File: src/rtl/tdmpd_pkg.sv
// Package for the timed dual motor PWM drive.
// Holds codes, the configuration record and the small lookup functions.
// Depends on nothing.
`timescale 1ns / 1ps

package tdmpd_pkg;

  localparam int PWM_PERIOD_DEF = 101;
  localparam int LINE_BITS_DEF  = 10;
  localparam int LINE_RESET     = 700;

  localparam int CFG_IDX_W  = 3;
  localparam int CFG_DATA_W = 10;
  localparam int CNT_W      = 7;
  localparam int DUR_W      = 16;
  localparam int SPD_W      = 5;

  // Reciprocal of ten, exact for dividends below 2**22 after a shift by 23.
  localparam logic [19:0] DIV10_MUL   = 20'd838861;
  localparam int          DIV10_SHIFT = 23;

  localparam logic [CFG_IDX_W-1:0] CFG_SUPPRESS  = 3'd0;
  localparam logic [CFG_IDX_W-1:0] CFG_MASK      = 3'd1;
  localparam logic [CFG_IDX_W-1:0] CFG_LEFT_MIN  = 3'd2;
  localparam logic [CFG_IDX_W-1:0] CFG_LEFT_MAX  = 3'd3;
  localparam logic [CFG_IDX_W-1:0] CFG_RIGHT_MIN = 3'd4;
  localparam logic [CFG_IDX_W-1:0] CFG_RIGHT_MAX = 3'd5;

  localparam logic [1:0] KIND_PWM  = 2'd0;
  localparam logic [1:0] KIND_TIME = 2'd1;
  localparam logic [1:0] KIND_MOVE = 2'd2;
  localparam logic [1:0] KIND_NOP  = 2'd3;

  localparam logic [1:0] DIR_STOP = 2'd0;
  localparam logic [1:0] DIR_FWD  = 2'd1;
  localparam logic [1:0] DIR_BWD  = 2'd2;

  localparam logic [1:0] CAUSE_NONE   = 2'd0;
  localparam logic [1:0] CAUSE_TIME   = 2'd1;
  localparam logic [1:0] CAUSE_SENSOR = 2'd2;

  typedef struct packed {
    logic                  suppress_abort;
    logic [5:0]            abort_enable_mask;
    logic [CFG_DATA_W-1:0] left_line_min;
    logic [CFG_DATA_W-1:0] left_line_max;
    logic [CFG_DATA_W-1:0] right_line_min;
    logic [CFG_DATA_W-1:0] right_line_max;
  } cfg_t;

  function automatic logic [1:0] dir_of(logic [SPD_W-1:0] spd);
    logic [1:0] d;
    if (spd == '0) begin
      d = DIR_STOP;
    end else if (spd[SPD_W-1]) begin
      d = DIR_BWD;
    end else begin
      d = DIR_FWD;
    end
    return d;
  endfunction

  // Magnitude of a speed level, clamped to ten.
  function automatic logic [3:0] level_of(logic [SPD_W-1:0] spd);
    logic [SPD_W-1:0] mag;
    logic [3:0]       lvl;
    mag = spd[SPD_W-1] ? SPD_W'(6'd32 - {1'b0, spd}) : spd;
    lvl = (mag > 5'd10) ? 4'd10 : mag[3:0];
    return lvl;
  endfunction

  function automatic logic [CNT_W-1:0] duty_lut(logic [3:0] lvl);
    logic [CNT_W-1:0] duty;
    case (lvl)
      4'd1:    duty = 7'd12;
      4'd2:    duty = 7'd20;
      4'd3:    duty = 7'd30;
      4'd4:    duty = 7'd40;
      4'd5:    duty = 7'd50;
      4'd6:    duty = 7'd60;
      4'd7:    duty = 7'd70;
      4'd8:    duty = 7'd80;
      4'd9:    duty = 7'd90;
      4'd10:   duty = 7'd100;
      default: duty = 7'd0;
    endcase
    return duty;
  endfunction

  // Pins of one channel: bit 0 enable, bit 1 forward, bit 2 backward.
  function automatic logic [2:0] chan_pins(logic [2:0] old, logic [CNT_W-1:0] cnt,
                                           logic [CNT_W-1:0] duty, logic [1:0] dir);
    logic [2:0] pins;
    if (cnt > duty) begin
      pins = old & 3'b110;
    end else if (dir == DIR_FWD) begin
      pins = 3'b011;
    end else if (dir == DIR_BWD) begin
      pins = 3'b101;
    end else begin
      pins = 3'b001;
    end
    return pins;
  endfunction

endpackage

File: src/rtl/tdmpd_if.sv
// Handshake interfaces of the timed dual motor PWM drive: command, result
// and configuration channels. Depends on tdmpd_pkg.
`timescale 1ns / 1ps

interface tdmpd_cmd_if #(
  parameter int LINE_BITS = tdmpd_pkg::LINE_BITS_DEF
);
  logic                              valid;
  logic                              ready;
  logic [1:0]                        kind;
  logic                              left_ir;
  logic                              right_ir;
  logic                              left_bump;
  logic                              right_bump;
  logic [LINE_BITS-1:0]              left_adc;
  logic [LINE_BITS-1:0]              right_adc;
  logic [tdmpd_pkg::DUR_W-1:0]       duration;
  logic signed [tdmpd_pkg::SPD_W-1:0] left_speed;
  logic signed [tdmpd_pkg::SPD_W-1:0] right_speed;

  modport source (
    output valid, kind, left_ir, right_ir, left_bump, right_bump,
           left_adc, right_adc, duration, left_speed, right_speed,
    input  ready
  );
  modport sink (
    input  valid, kind, left_ir, right_ir, left_bump, right_bump,
           left_adc, right_adc, duration, left_speed, right_speed,
    output ready
  );
endinterface

interface tdmpd_res_if;
  logic       valid;
  logic       ready;
  logic       left_enable;
  logic       left_forward;
  logic       left_backward;
  logic       right_enable;
  logic       right_forward;
  logic       right_backward;
  logic       busy_res;
  logic [1:0] end_cause;

  modport source (
    output valid, left_enable, left_forward, left_backward, right_enable,
           right_forward, right_backward, busy_res, end_cause,
    input  ready
  );
  modport sink (
    input  valid, left_enable, left_forward, left_backward, right_enable,
           right_forward, right_backward, busy_res, end_cause,
    output ready
  );
endinterface

interface tdmpd_cfg_if;
  logic                             valid;
  logic                             ready;
  logic [tdmpd_pkg::CFG_IDX_W-1:0]  index;
  logic [tdmpd_pkg::CFG_DATA_W-1:0] data;

  modport source (output valid, index, data, input ready);
  modport sink (input valid, index, data, output ready);
endinterface

File: src/rtl/tdmpd_cfg_regs.sv
// Configuration register file of the timed dual motor PWM drive.
// Depends on tdmpd_pkg and tdmpd_cfg_if.
`timescale 1ns / 1ps

module tdmpd_cfg_regs (
  input  logic            clk_i,
  input  logic            rst_ni,
  tdmpd_cfg_if.sink       cfg_i,
  output tdmpd_pkg::cfg_t cfg_o
);

  tdmpd_pkg::cfg_t cfg_q, cfg_d;

  assign cfg_i.ready = 1'b1;
  assign cfg_o       = cfg_q;

  always_comb begin
    cfg_d = cfg_q;
    if (cfg_i.valid) begin
      unique case (cfg_i.index)
        tdmpd_pkg::CFG_SUPPRESS:  cfg_d.suppress_abort    = cfg_i.data[0];
        tdmpd_pkg::CFG_MASK:      cfg_d.abort_enable_mask = cfg_i.data[5:0];
        tdmpd_pkg::CFG_LEFT_MIN:  cfg_d.left_line_min     = cfg_i.data;
        tdmpd_pkg::CFG_LEFT_MAX:  cfg_d.left_line_max     = cfg_i.data;
        tdmpd_pkg::CFG_RIGHT_MIN: cfg_d.right_line_min    = cfg_i.data;
        tdmpd_pkg::CFG_RIGHT_MAX: cfg_d.right_line_max    = cfg_i.data;
        default: ;
      endcase
    end
  end

  always_ff @(posedge clk_i or negedge rst_ni) begin
    if (!rst_ni) begin
      cfg_q.suppress_abort    <= 1'b0;
      cfg_q.abort_enable_mask <= '0;
      cfg_q.left_line_min     <= '0;
      cfg_q.left_line_max     <= '1;
      cfg_q.right_line_min    <= '0;
      cfg_q.right_line_max    <= '1;
    end else begin
      cfg_q <= cfg_d;
    end
  end

endmodule

File: src/rtl/tdmpd_sense.sv
// Sensor latches and the sensor stop condition of the timed dual motor
// PWM drive. Depends on tdmpd_pkg.
`timescale 1ns / 1ps

module tdmpd_sense #(
  parameter int LINE_BITS = tdmpd_pkg::LINE_BITS_DEF
) (
  input  logic                 clk_i,
  input  logic                 rst_ni,
  input  logic                 load_i,
  input  logic [3:0]           switch_i,
  input  logic [LINE_BITS-1:0] left_line_i,
  input  logic [LINE_BITS-1:0] right_line_i,
  input  tdmpd_pkg::cfg_t      cfg_i,
  output logic                 hit_o
);

  localparam int CMP_W = (LINE_BITS > tdmpd_pkg::CFG_DATA_W) ?
                         LINE_BITS : tdmpd_pkg::CFG_DATA_W;

  logic [3:0]           switch_q, switch_d;
  logic [LINE_BITS-1:0] left_q, left_d;
  logic [LINE_BITS-1:0] right_q, right_d;
  logic [CMP_W-1:0]     left_x, right_x;
  logic                 left_in, right_in;
  logic [5:0]           cond;

  assign switch_d = load_i ? switch_i : switch_q;
  assign left_d   = load_i ? left_line_i : left_q;
  assign right_d  = load_i ? right_line_i : right_q;

  // The check of an item sees the samples that the same item latches.
  assign left_x   = CMP_W'(left_d);
  assign right_x  = CMP_W'(right_d);
  assign left_in  = (left_x >= CMP_W'(cfg_i.left_line_min)) &&
                    (left_x <= CMP_W'(cfg_i.left_line_max));
  assign right_in = (right_x >= CMP_W'(cfg_i.right_line_min)) &&
                    (right_x <= CMP_W'(cfg_i.right_line_max));

  assign cond  = {right_in, left_in, switch_d[3], switch_d[2], ~switch_d[1], ~switch_d[0]};
  assign hit_o = |(cond & cfg_i.abort_enable_mask);

  always_ff @(posedge clk_i or negedge rst_ni) begin
    if (!rst_ni) begin
      switch_q <= '0;
      left_q   <= LINE_BITS'(tdmpd_pkg::LINE_RESET);
      right_q  <= LINE_BITS'(tdmpd_pkg::LINE_RESET);
    end else begin
      switch_q <= switch_d;
      left_q   <= left_d;
      right_q  <= right_d;
    end
  end

endmodule

File: src/rtl/tdmpd_core.sv
// Input register, move and PWM state update and result register of the
// timed dual motor PWM drive. Depends on tdmpd_pkg, the interfaces and tdmpd_sense.
`timescale 1ns / 1ps

module tdmpd_core #(
  parameter int PWM_PERIOD = tdmpd_pkg::PWM_PERIOD_DEF,
  parameter int LINE_BITS  = tdmpd_pkg::LINE_BITS_DEF
) (
  input  logic            clk_i,
  input  logic            rst_ni,
  input  tdmpd_pkg::cfg_t cfg_i,
  tdmpd_cmd_if.sink       cmd_i,
  tdmpd_res_if.source     res_o
);

  localparam int CW = tdmpd_pkg::CNT_W;
  localparam int DW = tdmpd_pkg::DUR_W;
  localparam int SW = tdmpd_pkg::SPD_W;
  localparam logic [CW-1:0] PERIOD = CW'(PWM_PERIOD);

  // Input register.
  logic                 in_vld_q;
  logic [1:0]           kind_q;
  logic [3:0]           sw_q;
  logic [LINE_BITS-1:0] lline_q, rline_q;
  logic [DW-1:0]        dur_q;
  logic [SW-1:0]        lspd_q, rspd_q;

  // Drive state.
  logic [CW-1:0] pwm_cnt_q, pwm_cnt_d;
  logic [CW-1:0] lduty_q, lduty_d, rduty_q, rduty_d;
  logic [1:0]    ldir_q, ldir_d, rdir_q, rdir_d;
  logic [DW-1:0] tick_q, tick_d, limit_q, limit_d;
  logic          moving_q, moving_d;
  logic [5:0]    pins_q, pins_d;

  // Result register.
  logic       res_vld_q;
  logic [5:0] res_pins_q;
  logic       res_busy_q;
  logic [1:0] res_cause_q;

  logic          accept, adv;
  logic          sense_load, hit;
  logic [1:0]    cause;
  logic [CW-1:0] cnt_inc;
  logic [19:0]   dur9;
  logic [39:0]   div_prod;
  logic [3:0]    llvl, rlvl;

  assign adv         = in_vld_q && (!res_vld_q || res_o.ready);
  assign cmd_i.ready = !in_vld_q || adv;
  assign accept      = cmd_i.valid && cmd_i.ready;

  assign cnt_inc  = pwm_cnt_q + 1'b1;
  assign dur9     = {4'd0, dur_q} + {1'b0, dur_q, 3'd0};
  assign div_prod = 40'(dur9) * 40'(tdmpd_pkg::DIV10_MUL);
  assign llvl     = tdmpd_pkg::level_of(lspd_q);
  assign rlvl     = tdmpd_pkg::level_of(rspd_q);

  tdmpd_sense #(
    .LINE_BITS (LINE_BITS)
  ) u_sense (
    .clk_i        (clk_i),
    .rst_ni       (rst_ni),
    .load_i       (sense_load),
    .switch_i     (sw_q),
    .left_line_i  (lline_q),
    .right_line_i (rline_q),
    .cfg_i        (cfg_i),
    .hit_o        (hit)
  );

  always_comb begin
    pwm_cnt_d  = pwm_cnt_q;
    lduty_d    = lduty_q;
    rduty_d    = rduty_q;
    ldir_d     = ldir_q;
    rdir_d     = rdir_q;
    tick_d     = tick_q;
    limit_d    = limit_q;
    moving_d   = moving_q;
    pins_d     = pins_q;
    sense_load = 1'b0;
    cause      = tdmpd_pkg::CAUSE_NONE;
    unique case (kind_q)
      tdmpd_pkg::KIND_PWM: begin
        pins_d[2:0] = tdmpd_pkg::chan_pins(pins_q[2:0], cnt_inc, lduty_q, ldir_q);
        pins_d[5:3] = tdmpd_pkg::chan_pins(pins_q[5:3], cnt_inc, rduty_q, rdir_q);
        pwm_cnt_d   = (cnt_inc >= PERIOD) ? '0 : cnt_inc;
        sense_load  = adv;
      end
      tdmpd_pkg::KIND_TIME: begin
        if (tick_q != '1) begin
          tick_d = tick_q + 1'b1;
        end
      end
      tdmpd_pkg::KIND_MOVE: begin
        ldir_d   = tdmpd_pkg::dir_of(lspd_q);
        rdir_d   = tdmpd_pkg::dir_of(rspd_q);
        lduty_d  = (llvl != '0) ? tdmpd_pkg::duty_lut(llvl) : lduty_q;
        rduty_d  = (rlvl != '0) ? tdmpd_pkg::duty_lut(rlvl) : rduty_q;
        tick_d   = DW'(1);
        limit_d  = div_prod[tdmpd_pkg::DIV10_SHIFT +: DW];
        moving_d = 1'b1;
      end
      default: ;
    endcase
    if (kind_q != tdmpd_pkg::KIND_NOP && moving_d) begin
      if (tick_d > limit_d) begin
        cause = tdmpd_pkg::CAUSE_TIME;
      end else if (!cfg_i.suppress_abort && hit) begin
        cause = tdmpd_pkg::CAUSE_SENSOR;
      end
      if (cause != tdmpd_pkg::CAUSE_NONE) begin
        moving_d = 1'b0;
        ldir_d   = tdmpd_pkg::DIR_STOP;
        rdir_d   = tdmpd_pkg::DIR_STOP;
      end
    end
  end

  always_ff @(posedge clk_i or negedge rst_ni) begin
    if (!rst_ni) begin
      in_vld_q  <= 1'b0;
      res_vld_q <= 1'b0;
      pwm_cnt_q <= '0;
      lduty_q   <= '0;
      rduty_q   <= '0;
      ldir_q    <= tdmpd_pkg::DIR_STOP;
      rdir_q    <= tdmpd_pkg::DIR_STOP;
      tick_q    <= '0;
      limit_q   <= '0;
      moving_q  <= 1'b0;
      pins_q    <= '0;
    end else begin
      if (accept) begin
        in_vld_q <= 1'b1;
      end else if (adv) begin
        in_vld_q <= 1'b0;
      end
      if (adv) begin
        res_vld_q <= 1'b1;
      end else if (res_o.ready) begin
        res_vld_q <= 1'b0;
      end
      if (adv) begin
        pwm_cnt_q <= pwm_cnt_d;
        lduty_q   <= lduty_d;
        rduty_q   <= rduty_d;
        ldir_q    <= ldir_d;
        rdir_q    <= rdir_d;
        tick_q    <= tick_d;
        limit_q   <= limit_d;
        moving_q  <= moving_d;
        pins_q    <= pins_d;
      end
    end
  end

  always_ff @(posedge clk_i) begin
    if (accept) begin
      kind_q  <= cmd_i.kind;
      sw_q    <= {cmd_i.right_bump, cmd_i.left_bump, cmd_i.right_ir, cmd_i.left_ir};
      lline_q <= cmd_i.left_adc;
      rline_q <= cmd_i.right_adc;
      dur_q   <= cmd_i.duration;
      lspd_q  <= cmd_i.left_speed;
      rspd_q  <= cmd_i.right_speed;
    end
    if (adv) begin
      res_pins_q  <= pins_d;
      res_busy_q  <= moving_d;
      res_cause_q <= cause;
    end
  end

  assign res_o.valid          = res_vld_q;
  assign res_o.left_enable    = res_pins_q[0];
  assign res_o.left_forward   = res_pins_q[1];
  assign res_o.left_backward  = res_pins_q[2];
  assign res_o.right_enable   = res_pins_q[3];
  assign res_o.right_forward  = res_pins_q[4];
  assign res_o.right_backward = res_pins_q[5];
  assign res_o.busy_res       = res_busy_q;
  assign res_o.end_cause      = res_cause_q;

endmodule

File: src/rtl/timed_dual_motor_pwm_drive.sv
// Top level of the timed dual motor PWM drive: configuration registers and
// the drive core. Depends on tdmpd_pkg, the interfaces, tdmpd_cfg_regs and tdmpd_core.
//
//   Channel  Direction  Contents
//   cmd_i    in         PWM tick with sensor samples, time tick, move command or no-op
//   res_o    out        motor pins, busy flag and end cause, one per command
//   cfg_i    in         register index and write data
//
// Each command transaction passes through an input register, then the state
// update into the result register. One transaction is accepted in every cycle
// while results are taken. A stalled result holds the result register and the
// input register, and cmd_i.ready drops once both are full. Reset clears the
// drive state and sets the line latches to 700.
`timescale 1ns / 1ps

module timed_dual_motor_pwm_drive #(
  parameter int PWM_PERIOD = tdmpd_pkg::PWM_PERIOD_DEF,
  parameter int LINE_BITS  = tdmpd_pkg::LINE_BITS_DEF
) (
  input  logic        clk_i,
  input  logic        rst_ni,
  tdmpd_cmd_if.sink   cmd_i,
  tdmpd_res_if.source res_o,
  tdmpd_cfg_if.sink   cfg_i
);

  tdmpd_pkg::cfg_t cfg;

  tdmpd_cfg_regs u_cfg_regs (
    .clk_i  (clk_i),
    .rst_ni (rst_ni),
    .cfg_i  (cfg_i),
    .cfg_o  (cfg)
  );

  tdmpd_core #(
    .PWM_PERIOD (PWM_PERIOD),
    .LINE_BITS  (LINE_BITS)
  ) u_core (
    .clk_i  (clk_i),
    .rst_ni (rst_ni),
    .cfg_i  (cfg),
    .cmd_i  (cmd_i),
    .res_o  (res_o)
  );

  a_end_not_busy : assert property (@(posedge clk_i) disable iff (!rst_ni)
    res_o.valid && res_o.end_cause != tdmpd_pkg::CAUSE_NONE |-> !res_o.busy_res)
    else $error("move reported as ended while still busy");

  a_left_dir_excl : assert property (@(posedge clk_i) disable iff (!rst_ni)
    res_o.valid |-> !(res_o.left_forward && res_o.left_backward))
    else $error("left bridge driven both ways");

  a_right_dir_excl : assert property (@(posedge clk_i) disable iff (!rst_ni)
    res_o.valid |-> !(res_o.right_forward && res_o.right_backward))
    else $error("right bridge driven both ways");

  a_stall_only : assert property (@(posedge clk_i) disable iff (!rst_ni)
    !cmd_i.ready |-> res_o.valid && !res_o.ready)
    else $error("command channel stalled without a pending result");

endmodule
File: src/flat_wrapper.sv
// flat-port wrapper written by rule: the top's interface ports become plain ports
module timed_dual_motor_pwm_drive_flat 
#(
  parameter int PWM_PERIOD = tdmpd_pkg::PWM_PERIOD_DEF,
  parameter int LINE_BITS  = tdmpd_pkg::LINE_BITS_DEF
)
  (clk_i, rst_ni, cmd_i_valid, cmd_i_kind, cmd_i_left_ir, cmd_i_right_ir, cmd_i_left_bump, cmd_i_right_bump, cmd_i_left_adc, cmd_i_right_adc, cmd_i_duration, cmd_i_left_speed, cmd_i_right_speed, cmd_i_ready, res_o_valid, res_o_left_enable, res_o_left_forward, res_o_left_backward, res_o_right_enable, res_o_right_forward, res_o_right_backward, res_o_busy_res, res_o_end_cause, res_o_ready, cfg_i_valid, cfg_i_index, cfg_i_data, cfg_i_ready);
  tdmpd_cmd_if #(.LINE_BITS(LINE_BITS)) cmd_i_i ();
  tdmpd_res_if res_o_i ();
  tdmpd_cfg_if cfg_i_i ();
  input  logic clk_i;
  input  logic rst_ni;
  input wire logic [$bits(cmd_i_i.valid)-1:0] cmd_i_valid;
  input wire logic [$bits(cmd_i_i.kind)-1:0] cmd_i_kind;
  input wire logic [$bits(cmd_i_i.left_ir)-1:0] cmd_i_left_ir;
  input wire logic [$bits(cmd_i_i.right_ir)-1:0] cmd_i_right_ir;
  input wire logic [$bits(cmd_i_i.left_bump)-1:0] cmd_i_left_bump;
  input wire logic [$bits(cmd_i_i.right_bump)-1:0] cmd_i_right_bump;
  input wire logic [$bits(cmd_i_i.left_adc)-1:0] cmd_i_left_adc;
  input wire logic [$bits(cmd_i_i.right_adc)-1:0] cmd_i_right_adc;
  input wire logic [$bits(cmd_i_i.duration)-1:0] cmd_i_duration;
  input wire logic [$bits(cmd_i_i.left_speed)-1:0] cmd_i_left_speed;
  input wire logic [$bits(cmd_i_i.right_speed)-1:0] cmd_i_right_speed;
  output wire logic [$bits(cmd_i_i.ready)-1:0] cmd_i_ready;
  output wire logic [$bits(res_o_i.valid)-1:0] res_o_valid;
  output wire logic [$bits(res_o_i.left_enable)-1:0] res_o_left_enable;
  output wire logic [$bits(res_o_i.left_forward)-1:0] res_o_left_forward;
  output wire logic [$bits(res_o_i.left_backward)-1:0] res_o_left_backward;
  output wire logic [$bits(res_o_i.right_enable)-1:0] res_o_right_enable;
  output wire logic [$bits(res_o_i.right_forward)-1:0] res_o_right_forward;
  output wire logic [$bits(res_o_i.right_backward)-1:0] res_o_right_backward;
  output wire logic [$bits(res_o_i.busy_res)-1:0] res_o_busy_res;
  output wire logic [$bits(res_o_i.end_cause)-1:0] res_o_end_cause;
  input wire logic [$bits(res_o_i.ready)-1:0] res_o_ready;
  input wire logic [$bits(cfg_i_i.valid)-1:0] cfg_i_valid;
  input wire logic [$bits(cfg_i_i.index)-1:0] cfg_i_index;
  input wire logic [$bits(cfg_i_i.data)-1:0] cfg_i_data;
  output wire logic [$bits(cfg_i_i.ready)-1:0] cfg_i_ready;
  assign cmd_i_i.valid = cmd_i_valid;
  assign cmd_i_i.kind = cmd_i_kind;
  assign cmd_i_i.left_ir = cmd_i_left_ir;
  assign cmd_i_i.right_ir = cmd_i_right_ir;
  assign cmd_i_i.left_bump = cmd_i_left_bump;
  assign cmd_i_i.right_bump = cmd_i_right_bump;
  assign cmd_i_i.left_adc = cmd_i_left_adc;
  assign cmd_i_i.right_adc = cmd_i_right_adc;
  assign cmd_i_i.duration = cmd_i_duration;
  assign cmd_i_i.left_speed = cmd_i_left_speed;
  assign cmd_i_i.right_speed = cmd_i_right_speed;
  assign cmd_i_ready = cmd_i_i.ready;
  assign res_o_valid = res_o_i.valid;
  assign res_o_left_enable = res_o_i.left_enable;
  assign res_o_left_forward = res_o_i.left_forward;
  assign res_o_left_backward = res_o_i.left_backward;
  assign res_o_right_enable = res_o_i.right_enable;
  assign res_o_right_forward = res_o_i.right_forward;
  assign res_o_right_backward = res_o_i.right_backward;
  assign res_o_busy_res = res_o_i.busy_res;
  assign res_o_end_cause = res_o_i.end_cause;
  assign res_o_i.ready = res_o_ready;
  assign cfg_i_i.valid = cfg_i_valid;
  assign cfg_i_i.index = cfg_i_index;
  assign cfg_i_i.data = cfg_i_data;
  assign cfg_i_ready = cfg_i_i.ready;
  timed_dual_motor_pwm_drive #(.PWM_PERIOD(PWM_PERIOD), .LINE_BITS(LINE_BITS)) u_core (.clk_i(clk_i), .rst_ni(rst_ni), .cmd_i(cmd_i_i), .res_o(res_o_i), .cfg_i(cfg_i_i));
endmodule
File: config.mk
export PLATFORM = sky130hd
export DESIGN_NAME = timed_dual_motor_pwm_drive_flat
export DESIGN_NICKNAME = d
export VERILOG_FILES = /design/src/rtl/tdmpd_pkg.sv /design/src/rtl/tdmpd_if.sv /design/src/rtl/tdmpd_cfg_regs.sv /design/src/rtl/tdmpd_sense.sv /design/src/rtl/tdmpd_core.sv /design/src/rtl/timed_dual_motor_pwm_drive.sv /design/src/flat_wrapper.sv
export SDC_FILE = /design/constraint.sdc
export NUM_CORES = 1
export LEC_CHECK = 0
export BUFFER_PORTS_ARGS = -buffer_cell sky130_fd_sc_hd__clkbuf_2
export CAP_MARGIN = 40
export CORE_ASPECT_RATIO = 1.4
export CORE_MARGIN = 1.5
export CORE_UTILIZATION = 67
export DETAILED_ROUTE_END_ITERATION = 6
export PLACE_DENSITY = 0.95
export SLEW_MARGIN = 20
export SYNTH_ARGS = -nofsm -noshare
export SYNTH_HDL_FRONTEND = slang
export SYNTH_SLANG_ARGS = --single-unit
File: constraint.sdc
create_clock -name clk_i -period 17.2 [get_ports clk_i]
set_input_delay 1.72 -clock clk_i [delete_from_list [all_inputs] [get_ports clk_i]]
set_output_delay 1.72 -clock clk_i [all_outputs]
set_load 0.005 [all_outputs]
After elaboration in Yosys (flattened, before gate mapping)

Memory sizes are Yosys's and may differ from the RTL's. A register that Yosys moved wholly into a read port is not among the register bits.
Index checks and enable logic that the tools add are counted.

Register bits after elaboration: 198
Output and inout bits: 12
Bits of input ports: 70
Memories: 2
Bits in read-only memories: 192
Word-level logic and storage cells: 135

Muxes and demuxes: 39
Eq/ne operators: 13
Multipliers: 1
Add/subtract/negate cells: 5
Reduce and logical (&&, ||, !) cells: 32
Bitwise operators: 3
$lt $le $gt $ge: 10

Memory list:

| memory           | depth | width | rd ports | clocked after Yosys merged registers in | wr ports | RTL line        | text |
|---|---|---|---|---|---|---|---|
| (name not given) | 16    | 6     | 1        | 1                                       | 0        | tdmpd_pkg.sv:74 | `case (lvl)` |
| (name not given) | 16    | 6     | 1        | 1                                       | 0        | tdmpd_pkg.sv:74 |  |

Operators with widths:

| kind                                                                            | number |
|---|---|
| 20-bit by 20-bit multiplier with 39-bit output, second input constant           | 1 |
| 16-bit two-way mux                                                              | 2 |
| 16-bit case mux with 2 select lines                                             | 1 |
| 2-bit two-way mux                                                               | 13 |
| 16-bit by 19-bit adder with 20-bit output                                       | 1 |
| 10-bit >= comparator                                                            | 2 |
| 10-bit <= comparator                                                            | 2 |
| 10-bit two-way mux                                                              | 2 |
| 3-bit two-way mux                                                               | 6 |
| 16-bit by 1-bit adder with 16-bit output, second input constant                 | 1 |
| 16-bit greater-than comparator                                                  | 1 |
| 16-bit inequality test, second input constant                                   | 1 |
| 7-bit greater-than comparator                                                   | 2 |
| 2-bit AND reduction                                                             | 7 |
| 4-bit two-way mux                                                               | 3 |
| 5-bit by 4-bit greater-than comparator with 1-bit output, second input constant | 2 |
| 5-bit zero test                                                                 | 2 |
| 5-bit two-way mux                                                               | 2 |
| 1-bit by 5-bit subtractor with 5-bit output, first input constant               | 2 |
| 1-bit two-way mux                                                               | 8 |
| 4-bit nonzero test                                                              | 2 |
| 7-bit by 1-bit adder with 7-bit output, second input constant                   | 1 |
| 7-bit >= comparator, second input constant                                      | 1 |
| 7-bit two-way mux                                                               | 1 |
| other kinds (17)                                                                | 37 |

Depth between registers and ports, before layout

Gate-level depths: netlist of the first run.

Depth in word-level cells: 16
Gate-level depth with buffers: 45
Gate-level depth less buffers: 44

By module

A second synthesis of the first run with hierarchy kept.

Cells, all modules: 1707
Area, all modules: 17929.7 µm²

Modules (own cells, without submodules):

| module         | seq. area each (µm²) | times used | area each (µm²) | cells an instance |
|---|---|---|---|---|
| tdmpd_core     | 3433.3               | 1          | 14076.0         | 1403 |
| tdmpd_sense    | 615.6                | 1          | 1929.4          | 197 |
| tdmpd_cfg_regs | 1201.2               | 1          | 1924.3          | 107 |

Worst setup path before layout of the first run

OpenSTA, ideal clock, no wires.

Path type: reg-to-reg
Start: reg u_core.u_core.dur_q[0]
End: reg u_core.u_core.rdir_q[0]
Setup time: 0.066 ns
Data required time: 17.134 ns
Path slack: 7.241 ns
Period minus slack after synthesis: 9.959 ns
Stages on the path, launching flop included: 46
Buffers on the path: 1
Arrival: 9.894 ns
Cells stage by stage: edfxtp_1 ha_1 fa_1 a21o_1 a21oi_2 o21bai_1 a21oi_1 o21ai_1 and2_1 o31a_1 o41a_1 xnor2_1 inv_1 ha_1 fa_1 ha_1 inv_1 fa_1 (+10 left out) nor4_2 or3_4 nand3_1 nand2_1 a21oi_1 xnor2_1 mux2i_1 ha_1 a2111oi_0 o21ai_1 a21oi_1 nor2_1 a2111oi_0 a31oi_1 and2_1 clkbuf_1 o31ai_4 a22o_1

Longest elaborated chain between the ends: 9

Ends and longest elaborated chain:

| element                                        | RTL line          | text |
|---|---|---|
| start: declaration                             | tdmpd_core.sv:26  | `logic [DW-1:0] dur_q;` |
| start signal: assignment                       | tdmpd_core.sv:167 | `dur_q <= cmd_i.duration;` |
| 16-bit by 19-bit adder with 20-bit output      | tdmpd_core.sv:56  | `assign dur9 = {4'd0, dur_q} + {1'b0, dur_q, 3'd0};` |
| 20-bit by 20-bit multiplier with 39-bit output | tdmpd_core.sv:57  | `assign div_prod = 40'(dur9) * 40'(tdmpd_pkg::DIV10_MUL);` |
| 16-bit two-way mux                             | tdmpd_core.sv:86  | `unique case (kind_q)` |
| 16-bit greater-than comparator                 | tdmpd_core.sv:110 | `if (tick_d > limit_d) begin` |
| 2-bit two-way mux                              | tdmpd_core.sv:110 |  |
| 2-bit two-way mux                              | tdmpd_core.sv:109 | `if (kind_q != tdmpd_pkg::KIND_NOP && moving_d) begin` |
| 2-bit nonzero test                             | tdmpd_core.sv:115 | `if (cause != tdmpd_pkg::CAUSE_NONE) begin` |
| 2-bit two-way mux                              | tdmpd_core.sv:115 |  |
| 2-bit two-way mux                              | tdmpd_core.sv:109 |  |
| end signal: assignment                         | tdmpd_core.sv:131 | `rdir_q <= tdmpd_pkg::DIR_STOP;` |
| end signal: assignment                         | tdmpd_core.sv:152 | `rdir_q <= rdir_d;` |
| end: declaration                               | tdmpd_core.sv:32  | `logic [1:0] ldir_q, ldir_d, rdir_q, rdir_d;` |

No other way between the ends. The select of a mux whose other input is x is not followed.
A chain may end at the register's enable or synchronous reset.

Worst setup path after layout of the first run

Same ends and word-level chain as after synthesis.

==> results of run 1 <==
## worst max-delay path by stage
stage	startpoint	end	slack, ns	depth (start not counted)
floorplan	u_core.u_core.dur_q[0]$_DFFE_PP_	u_core.u_core.rdir_q[0]$_DFFE_PN0P_	7.24	45
global placement	u_core.u_core.dur_q[0]$_DFFE_PP_	u_core.u_core.rdir_q[1]$_DFFE_PN0P_	6.73	43
detailed placement	u_core.u_core.dur_q[0]$_DFFE_PP_	u_core.u_core.ldir_q[0]$_DFFE_PN0P_	6.19	43
CTS	u_core.u_core.dur_q[0]$_DFFE_PP_	u_core.u_core.rdir_q[0]$_DFFE_PN0P_	6.09	43
global route	u_core.u_core.dur_q[0]$_DFFE_PP_	u_core.u_core.ldir_q[1]$_DFFE_PN0P_	5.41	43
finish	u_core.u_core.dur_q[0]$_DFFE_PP_	u_core.u_core.rdir_q[0]$_DFFE_PN0P_	5.96	43
## Yosys cell counts, drive strengths merged (5+ instances only)
cell type	number
a21o	31
buf	5
edfxtp	61
nand2	116
xnor2	42
a31oi	14
o21a	7
nor2	47
nand3	27
mux2i	24
dfstp	32
and3	14
and2	6
xor2	21
inv	340
mux2	68
nor2b	13
nor3	8
fa	140
ha	293
nand2b	14
o211ai	6
clkbuf	22
nand4	12
a22o	5
o21ai	85
dfrtp	103
a31o	5
a21oi	59
## layer usage
| metal | share of wire [%] | wire (µm) | vias to the layer above |
|---|---|---|---|
| li1 | - | - | 5717 |
| met1 | 34 | 14600 | 6296 |
| met2 | 54 | 23000 | 581 |
| met3 | 5.3 | 2260 | 181 |
| met4 | 6.1 | 2570 | 0 |
| met5 | 0 | 0 | - |
## layout by cell type, fill, tap and decap left out, drive strengths merged, types with 4 or more instances in the layout
cell type  netlist  final
and2             6      6
nor2            47     47
nor3             8      8
mux2            68     68
o21bai           4      4
dfrtp          103    103
a21oi           59     59
edfxtp          61     61
a31oi           14     14
o21ai           85     85
a21o            31     31
xnor2           42     42
o21a             7      7
nand3           27     27
o211ai           6      6
clkbuf          22     97
inv            340    347
and3            14     14
nor3b            4      4
dfstp           32     32
a22o             5      5
nand2b          14     14
nor2b           13     13
xor2            21     21
o31ai            4      4
ha             293    293
clkinv           0      6
and4             4      4
mux2i           24     24
fa             140    140
a31o             5      5
nand2          116    116
nand4           12     12
buf              5     12
## final cells by class
class | instances | area [µm²] | share of cell area [%]
tap | 319 | 399 | 2.11
sequential | 196 | 5250 | 27.7
multi-input combinational | 1109 | 10900 | 57.7
timing repair buffer | 91 | 518 | 2.73
clock buffer | 18 | 433 | 2.28
inverter | 340 | 1280 | 6.73
clock inverter | 14 | 144 | 0.759
## registers in the layout (all words and copies together), names as in the netlist, 4 cells and up
signal / cells
u_core.u_core.tick_q: 16
u_core.u_core.u_sense.left_q: 10
u_core.u_core.pwm_cnt_q: 7
u_core.u_core.sw_q: 4
u_core.u_core.lline_q: 10
u_core.u_core.rline_q: 10
u_core.u_cfg_regs.cfg_o: 47
u_core.u_core.u_sense.right_q: 10
u_core.u_core.rduty_q: 6
u_core.u_core.lspd_q: 5
u_core.u_core.pins_q: 6
u_core.u_core.rspd_q: 5
u_core.u_core.u_sense.switch_q: 4
u_core.u_core.limit_q: 16
u_core.u_core.dur_q: 16
u_core.u_core.res_pins_q: 6
u_core.u_core.lduty_q: 6
## kinds of logic (layout without fill, tap and decap cells)
kind of cell             after synthesis  after routing
flip-flops                           196            196
AND/OR/NAND/NOR                      275            275
multiplexers                          92             92
buffers and inverters                367            463
other                                  1              1
AO/OA/AOI/OAI                        245            245
adder cells (fa/ha/maj)              433            433
XOR/XNOR                              63             63
## through the flow
step / instances / area (µm²) / setup WS [ns]
6_report: 2087 / 19000 / 5.96
3_3_place_gp: 2050 / 18300 / 6.73
3_5_place_dp: 2055 / 18400 / 6.19
4_1_cts: 2087 / 19000 / 6.09
2_1_floorplan: 1672 / 17600 / 7.24
5_1_grt: 2087 / 19000 / 5.41
## worst max-delay path, delay by kind of cell, from the launching register on
family	cells	cell delay, ns
adder cells (fa/ha/maj)	11	4.42
AO/OA/AOI/OAI	19	3.88
AND/OR/NAND/NOR	8	1.44
XOR/XNOR	2	0.64
flip-flops	1	0.56
multiplexers	1	0.12
buffers and inverters	2	0.10
==> results by stage, run 1 <==
Detailed routing:
- Summed over all layers, the routed wires come to 42.4 mm.
- In the routed layout, each cell is associated on average with a via count of 6.12.
- The violation count after the first detailed-routing iteration is 790.
- The number of optimization iterations in the first detailed-route pass is 7.
- In the final routed layout, each cell accounts on average for 20.3 µm.
- For this run, design rule violations remaining after detail routing come to 0.
- The detail route stage leaves a number of antenna-violating nets equal to 0.
- For this block, the via count after detailed routing is 12,800.

Clock tree:
- The clock tree from TritonCTS is built.
- The number of resized instances in the post-cts repair step is 0.
- For this design, the sink count on the clock tree is 196.
- In this run the post-CTS setup repair buffer count came out at 0.
- Buffers inserted to repair hold after CTS numbered 0.
- Counting along the longest clock path gives a buffer depth of 2.
- For the worst-skew pair, the clock arrives at the later sink with an insertion delay of 0.45 ns.
- The clock slew seen by the registers of the worst setup and hold paths is 0.08 ns.
- The root buffer cell chosen for the clock tree is clkbuf_16.
- The number of buffers added by the clock tree synthesis step is 17.
- The H-tree was split into 4 levels.

Worst hold path:
- The instance count along the most critical hold path is 2.
- The startpoint of the worst hold path is u_core.u_core.pins_q[2]$_DFFE_PN0P_.
- The class of the tightest hold or removal check is reg2reg.
- The hold path endpoint is u_core.u_core.pins_q[2]$_DFFE_PN0P_.

Worst setup path:
- The launch point of the worst reg-to-reg path is u_core.u_core.dur_q[0]$_DFFE_PP_.
- The kind of launch point of the worst setup path is a flip-flop.
- The most frequent cell on the critical path is fa_1.
- The data required time at the worst endpoint is 17.58 ns.
- The data arrival time at the worst-slack endpoint is 11.61 ns.
- In this design, the stage delay of the slowest critical-path cell is 0.59 ns.
- The worst setup path is captured at a flip-flop.
- Of all nets on the critical path, the largest fanout is 8.
- The category of the most critical setup path is reg2reg.
- The slowest stage of the critical path belongs to the cell fa_1.
- The worst setup slack for register-to-register paths is 5.96 ns.
- The depth of the worst register-to-register path is 43.
- The endpoint identified for the worst register-to-register timing path is u_core.u_core.rdir_q[0]$_DFFE_PN0P_.

Logic synthesis:
- The compound-gate portion of the synthesized area is 8.96%.
- In this run, synthesis inferred 61 flip-flops with an integrated enable.
- Among all flip-flop cells after synthesis, the most frequent one is dfrtp_1.
- The library cell occupying the most area in the post-synthesis netlist is ha_1.
- The synthesized netlist occupies a cell area of 17,600 µm².
- After synthesis, the share of flip-flops with an asynchronous set or reset is 68.9%.
- The cell count after synthesis came out at 1,672.
- The part of the Yosys area used for sequential elements is 29.9%.
- Counting every net in the synthesized netlist gives 2,175.
- The average cell area after synthesis is 10.5 µm².
- The xor and xnor area share after synthesis is 3.14%.
- The distinct cell type count after synthesis is 71.
- The number of storage elements in the synthesis netlist is 196.
- After synthesis, the largest family of logic cells by area is adder cells.
- Of the post-synthesis cell area, the dominant cell type holds 20.9%.
- The post-synthesis simple-gate area fraction is 7.52%.
- The adder and majority cell fraction of the synthesized area is 36.8%.
- The fraction of synthesized area in multiplexers is 5.73%.
- The count of yosys warnings during synthesis is 0.
- After synthesis, the cell types taking the most area are ha_1 (21%), fa_1 (16%), dfrtp_1 (15%).

STA:
- Setup repair after global routing left no endpoint under its margin.
- For the pin with the worst max-slew slack, the measured transition is 0.904 ns.
- The final hold slack is 0.481 ns.
- The number of pins exceeding their max-slew limit in the final report is 0.
- The setup total negative slack is 0 ns.
- The clock tree skew after final layout is 0.0127 ns.
- The share of the cycle needed by the critical path after routing is 65.3%.
- The count of endpoints failing hold in the final timing report is 0.
- The worst pin sits at a relative slew slack of 39.5%.
- Timing would allow up to 89.0 MHz.
- Setup violations remaining at the end of the flow were counted as 0.
- The shortest period the worst path allows is 11.24 ns.

Global route:
- The total track usage is 32.8%.
- The global-route wire length before repair is 69.3 mm.
- For met2 alone, demand over resource in global routing was 60.8%.
- The number of global-route vias before repair is 14,000.
- The busiest layer in global routing is met2.
- The initial antenna violation count is 0.
- Entering global routing, the biggest net connects 61 pins.
- For this run the aggregate overflow at the end of global routing stands at 0.
- In the global route stage, met3 resource usage came out at 5.72%.
- For this run, global-route usage on met1 was measured as 35.1%.

Finish:
- The signed area change from the synthesized netlist to the final layout is 7.96%.
- Measured on the finished design, the core utilization comes to 74.2%.
- The share of cells above drive strength 1 is 14.0%.
- The number of antenna diodes in the final layout is 0.
- The final-stage net count is 2,258.
- The filler cells instantiated in the layout total 1,490.

Place:
- The placed wire-length estimate after detailed placement is 32.5 mm.
- Input and output buffers added on the ports amount to 80.
- The global placer's final weighted congestion is 1.04.

Die:
- The floorplan die area is 27,200 µm².
- The count of standard-cell rows is 69.
- The floorplan step defined a core boundary enclosing 25,600 µm².
- The die span in y is 195 µm.
- The width of the die is 140 µm.
- The effective utilization at floorplan is 68.7%.
- For this design the top-level I/O count stands at 82.

Outcome:
- The flow ran to the end, and the final reports show no timing, DRC or antenna violations.

Job:
- Max-cap violations in this run came to 0.
Power of run 1 is left out: the tool's default activity adds up to more than one toggle a clock period on the data nets, which glitch-free logic cannot reach.
==> run 2, diff against run 1 <==
Settings changed: CORE_UTILIZATION 67 to 58, PLACE_DENSITY 0.95 to 0.9.
Clock period 17.2 ns to 9.4 ns, I/O delays scaled along.
==> results by stage, run 2 (synthesis results as in run 1) <==
Global route:
- The pin count of the biggest net entering global routing is 57.
- Global routing finished with a remaining overflow of 0.
- Across every metal layer, demand over resource in global routing totals 26.9%.
- The initial antenna violation count is 0.
- The first global-routing pass estimated 65.9 mm of wire.
- The number of global-route vias before repair came to 13,700.

Detailed routing:
- The average wire per standard cell is 18.0 µm.
- The detail-routed via count per cell is 5.70.
- After the first detailed-routing iteration, the DRC count stood at 551.
- The wire length after detailed routing is 40.5 mm.
- The detailed-routed wire length on met2 is 22.1 mm.
- The number of optimization iterations in the first detailed-route pass is 6.
- The total vias in the final route is 12,800.
- After detailed routing, the number of remaining DRC violations is 0.
- The number of antenna-violating nets in the routed design is 0.
- In the detailed route, the total length drawn on met3 is 1.46 mm.
- The highest metal layer carrying signal wires in the routed design is met4.
- In the final routing, the length of wire on met1 measures 14.9 mm.

Worst setup path:
- The biggest fanout along the worst timing path is 4.
- The longest individual stage delay on the worst path is 0.49 ns.
- The worst setup path is launched from a flip-flop.
- The cell family contributing the most delay on the critical path is adder cells.
- The data required time at the worst endpoint is 9.79 ns.
- STA puts the critical path data arrival time at 10.60 ns.
- The worst setup slack for register-to-register paths is -0.81 ns.
- The worst setup path is captured at a flip-flop.
- The worst setup path is of the reg2reg kind.
- Counting both buffers and inverters, the worst setup path holds a total of 3.
- The slowest stage of the critical path is the fa_1 cell.
- The most frequent cell on the critical path is fa_1.

Worst hold path:
- The worst hold path belongs to the class reg2reg.

Die:
- The I/O pin count is 82.
- From bottom edge to top edge, the die measures 209 µm.
- The initial utilization of the core area, before any placement, comes to 58.8%.
- The area of the core is 29,800 µm².
- Measured along the x axis, the die boundary spans 150 µm.
- Row generation in the floorplan step produced 75 rows.
- The floorplan die area is 31,300 µm².

Finish:
- For this run, the post-layout net count is 2,353.
- Measured on the finished design, the core utilization comes to 66.8%.
- In the final layout, flip-flops and latches occupy 5250 µm².
- The leading cell type in the layout, fill and taps excluded is inv_1.
- The area taken by multi-input logic gates is 11,100 µm².
- Compared with the post-synthesis result, the final layout area differs by 13.6%.
- The final antenna diode count is 0.
- Leaving out fill and tap cells, the most frequent cells in the layout are inv_1 (336), ha_1 (287), fa_1 (139).
- The count of filler cells inserted in the layout is 2,079.
- The register with the most flip-flops in the layout has 47 of them.
- The share of cells above drive strength 1 is 20.0%.

STA:
- Setup repair after global routing could not meet its margin everywhere.
- The count of endpoints failing hold in the final timing report is 0.
- The tightest hold path in the finished design has a slack of 0.480 ns.
- After layout, the worst path uses 109% of the clock period.
- The least setup slack across all paths after layout is -0.807 ns.
- The actual transition at the worst max-transition pin is 0.845 ns.
- In this run the tightest slew margin relative to its limit is 43.4%.
- The total of endpoints with negative setup slack in the final report is 8.
- Based on the critical path, the design can be clocked at up to 98.0 MHz.
- The number of pins exceeding their max-slew limit in the final report came to 0.
- The routed design could run at a clock period as short as 10.21 ns.
- The clock tree skew after final layout is 0.00773 ns.

Place:
- The placed wire-length estimate after detailed placement is 32.6 mm.
- Input and output buffers added on the ports amount to 80.
- The global placer's final weighted congestion is 0.936.

Clock tree:
- The H-tree generated during clock tree synthesis spans 4 levels.
- TritonCTS built the clock tree.
- The number of hold buffers added after CTS was 0.
- The root buffer selected by CTS is clkbuf_16.
- The number of buffers on the longest clock path is 2.
- Clock tree synthesis found a total of 196 sinks.
- The clock latency on the worst-skew pair is 0.45 ns.
- The number of buffers added by the clock tree synthesis step is 17.
- The clock slew seen by the registers of the worst setup and hold paths is 0.07 ns.

Job:
- The tool flagged a number of max-cap violations equal to 0.

Outcome:
- The flow ran to the end, but the final reports show violations.
- The final reports fail on negative setup slack.
## run 2: cell count changes in the layout (fill, tap and decap cells not counted), moves of 4 or more
cell	before	now
ha_1	293	287
inv_6	2	6
buf_4	7	102
ha_4	0	5
a21oi_2	4	8
a21oi_1	54	50
## run 2: worst paths after layout
check	start	to	cells past startpoint
worst min-delay path	u_core.u_core.pins_q[2]$_DFFE_PN0P_	u_core.u_core.pins_q[2]$_DFFE_PN0P_	2
max in group asynchronous	rst_ni	u_core.u_cfg_regs.cfg_o[6]$_DFFE_PN1P_	3
worst max register to register	u_core.u_core.dur_q[0]$_DFFE_PP_	u_core.u_core.rdir_q[0]$_DFFE_PN0P_	43
worst max-delay path	u_core.u_core.dur_q[0]$_DFFE_PP_	u_core.u_core.rdir_q[0]$_DFFE_PN0P_	43
min in group asynchronous	rst_ni	u_core.u_core.pins_q[2]$_DFFE_PN0P_	1
worst min register to register	u_core.u_core.pins_q[2]$_DFFE_PN0P_	u_core.u_core.pins_q[2]$_DFFE_PN0P_	2
## run 2: final cells by class
| cell class | instances | area share (%) |
|---|---|---|
| clock buffers | 19 | 2.28 |
| clock inverters | 13 | 0.552 |
| inverters | 340 | 6.40 |
| multi-input cells | 1109 | 55.9 |
| flip-flops and latches | 196 | 26.3 |
| well taps | 385 | 2.41 |
| repair buffers | 186 | 6.17 |
## run 2: tightest hold or removal path: stages, from the launching register on
cell and delay (ns):
dfrtp_1 0.34, nand2_1 0.05, nand2_1 0.06
## run 2: repair_timing
action / CTS / global route
resized for setup: 14 / 9
setup endpoints to repair: 8 / 8
buffers inserted: 8 / 5
pin swaps: 6 / 9
## run 2: through the flow
step / cell area [µm²] / instances / setup slack (ns) / setup TNS [ns]
6_report: 19900 / 2248 / -0.807 / -5.61
4_1_cts: 19900 / 2244 / -0.563 / -3.79
5_1_grt: 19900 / 2248 / -1.16 / -8.48
3_3_place_gp: 19100 / 2198 / -0.316 / -1.80
2_1_floorplan: 17700 / 1672 / -0.168 / -0.773
3_5_place_dp: 19200 / 2204 / -0.798 / -5.39
## run 2: per-layer routing
| metal | global-route usage (%) | up-vias |
|---|---|---|
| met1 | 29.4 | 6387 |
| li1 | - | 5901 |
| met5 | 0 | - |
| met2 | 50.0 | 367 |
| met3 | 3.76 | 148 |
| met4 | 13.5 | 0 |
Power of run 2 is left out for the same reason.
==> run 3, diff against run 2 <==
Settings changed: BUFFER_PORTS_ARGS -buffer_cell sky130_fd_sc_hd__clkbuf_2 to default, CORE_UTILIZATION 58 to 60, DONT_BUFFER_PORTS from default to 1, GPL_TIMING_DRIVEN from default to 0, SETUP_SLACK_MARGIN from default to 0.5.
==> results by stage, run 3 (synthesis results as in run 1) <==
Finish:
- From synthesis to final layout, the design area changed by 11.1%.
- The share of the core filled with cells is 68.2%.
- After routing the design area is 19,500 µm².
- The repair_antennas step left the layout with diodes totalling 0.
- In the layout the commonest cells are inv_1 (332), ha_1 (281), fa_1 (138).
- The count of filler cells inserted in the layout is 1,837.
- The leading cell type in the layout, fill and taps excluded is inv_1.
- At the end of the flow, the number of nets in the layout was 2,242.
- The register with the most flip-flops in the layout has 47 of them.
- The sequential cells in the finished layout cover a total of 5250 µm².
- Of the cells placed in the final design, the portion with a size suffix greater than 1 is 15.1%.
- The area taken by multi-input logic gates is 11,400 µm².

Detailed routing:
- The first TritonRoute pass finished after 5 iterations.
- The average wire per standard cell is 20.6 µm.
- Once detail routing completed, the nets flagged for antenna violations numbered 0.
- The violation count after the first detailed-routing iteration is 746.
- The total vias in the final route is 12,800.
- After detailed routing, the number of vias per cell comes to 6.01.
- The wire length after detailed routing is 43.8 mm.
- In the routed design, unresolved DRC markers number 0.

Global route:
- The initial antenna violation count came to 1.
- The number of global-route vias before repair is 13,500.
- The aggregate global routing overflow is 0.
- The global-route wire length before repair is 65.0 mm.
- The total track usage is 27.4%.
- Entering global routing, the biggest net connects 136 pins.

Clock tree:
- The deepest level of the CTS H-tree is 4.
- The clock sink count is 196.
- Clock-pin slew was measured on the worst setup and hold paths at 0.07 ns.
- No sink is reached through more buffers than the 2 on the longest clock path.
- The clock tree from TritonCTS is built.
- Clock latency on the worst-skew pair, taken at its later pin, is 0.45 ns.
- Buffers inserted during clock tree synthesis total 17.
- In this run the clock root is driven by a clkbuf_16.

Job:
- The count of max-cap constraint violations is 0.

Place:
- Buffers placed on the I/O ports in this run total 0.
- The setup slack after placement is -1.53 ns.
- The placed wire-length estimate after detailed placement is 29.9 mm.
- At the end of routability-driven placement, the weighted congestion stood at 0.946.
- The post-detailed-placement cell area is 18,200 µm².

Worst setup path:
- The critical path is of the reg2reg type.
- Along the worst path, the maximum fanout reaches 5.
- The longest individual stage delay on the worst path is 0.57 ns.
- The cell family contributing the most delay on the critical path is adder cells.
- The kind of launch point of the worst setup path is a flip-flop.
- The cell that appears most often on the critical path is fa_1.
- The critical path buffer and inverter count is 4.
- At the worst endpoint, the required time is 9.78 ns.
- The cell with the largest stage delay on the worst path is fa_1.
- The endpoint type of the worst setup path is a flip-flop.
- The data arrival time at the worst-slack endpoint is 10.95 ns.
- The worst setup slack for register-to-register paths is -1.17 ns.

STA:
- The count of endpoints failing hold in the final timing report is 0.
- The share of the cycle needed by the critical path after routing is 112%.
- For this run, the top clock speed supported by timing is 94.6 MHz.
- Setup violations remaining at the end of the flow were counted as 8.
- The number of pins exceeding their max-slew limit in the final report is 0.
- The tightest slew margin relative to the limit is 44.8%.
- The shortest period the worst path allows is 10.57 ns.
- At the pin with the least slew margin, the transition time is 0.826 ns.
- Setup repair after global routing could not meet its margin everywhere.
- The clock arrives with 0.0111 ns of skew.
- The least setup slack across all paths after layout is -1.17 ns.

Outcome:
- The run finished, with violations left.
- The final reports fail on negative setup slack.

Die:
- The floorplan die area is 30,300 µm².
- In this run the vertical extent of the chip is 205 µm.
- The count of standard-cell rows is 73.
- The area of the core is 28,600 µm².
- Once the floorplan was initialized, standard cells occupied 61.4% of the core.
- The I/O pin count is 82.
- Measured along the x axis, the die boundary spans 148 µm.

Worst hold path:
- The tightest min-delay check is of the in2async type.
==> run 3: what timing repair did <==
item / in CTS / in global routing
endpoints found under the hold margin: 0 / 0
pin swaps: 40 / 32
setup endpoints to repair: 13 / 12
resized for setup: 31 / 34
hold buffers: 0 / 0
buffers inserted: 21 / 21
==> run 3: path summary, 6_finish.rpt <==
kind | start | to | depth (start not counted)
max | u_core.u_core.dur_q[3]$_DFFE_PP_ | u_core.u_core.ldir_q[0]$_DFFE_PN0P_ | 44
min reg2reg | u_core.u_core.pins_q[1]$_DFFE_PN0P_ | u_core.u_core.pins_q[1]$_DFFE_PN0P_ | 2
min in group clk_i | u_core.u_core.pins_q[1]$_DFFE_PN0P_ | u_core.u_core.pins_q[1]$_DFFE_PN0P_ | 2
min | rst_ni | u_core.u_core.pins_q[1]$_DFFE_PN0P_ | 0
max in group asynchronous | rst_ni | u_core.u_cfg_regs.cfg_o[7]$_DFFE_PN1P_ | 0
max reg2reg | u_core.u_core.dur_q[3]$_DFFE_PP_ | u_core.u_core.ldir_q[0]$_DFFE_PN0P_ | 44
==> run 3: layout make-up <==
class,count,area share [%]
Clock buffer,23,2.73
Buffer,27,0.609
Clock inverter,9,0.404
Timing Repair Buffer,48,1.90
Sequential cell,196,26.9
Tap cell,375,2.41
Multi-Input combinational cell,1109,58.5
Inverter,340,6.56
==> run 3: worst register-to-register path: cells and delay by family, from the launching register on <==
family | cells | cell delay (ns)
AND/OR/NAND/NOR | 8 | 1.28
adder cells (fa/ha/maj) | 11 | 4.29
buffers and inverters | 4 | 0.37
flip-flops | 1 | 0.40
XOR/XNOR | 2 | 0.39
AO/OA/AOI/OAI | 18 | 3.67
multiplexers | 1 | 0.14
==> run 3: metal layers <==
layer / track usage, % / vias to the layer above / wire, µm
met5: 0 / - / 12
met1: 28.6 / 6309 / 15100
li1: - / 5677 / -
met2: 51.6 / 573 / 23300
met3: 4.50 / 224 / 2500
met4: 15.5 / 2 / 2830
==> run 3: metrics by stage <==
stage,TNS [ns],hold slack [ns],cells
floorplan,-0.773,0.446,1672
global placement,-9.48,0.459,2047
detailed placement,-11.20,0.466,2050
CTS,-6.44,0.173,2103
global route,-11.31,0.172,2127
finish,-8.51,0.193,2127
Power of run 3 is left out for the same reason.
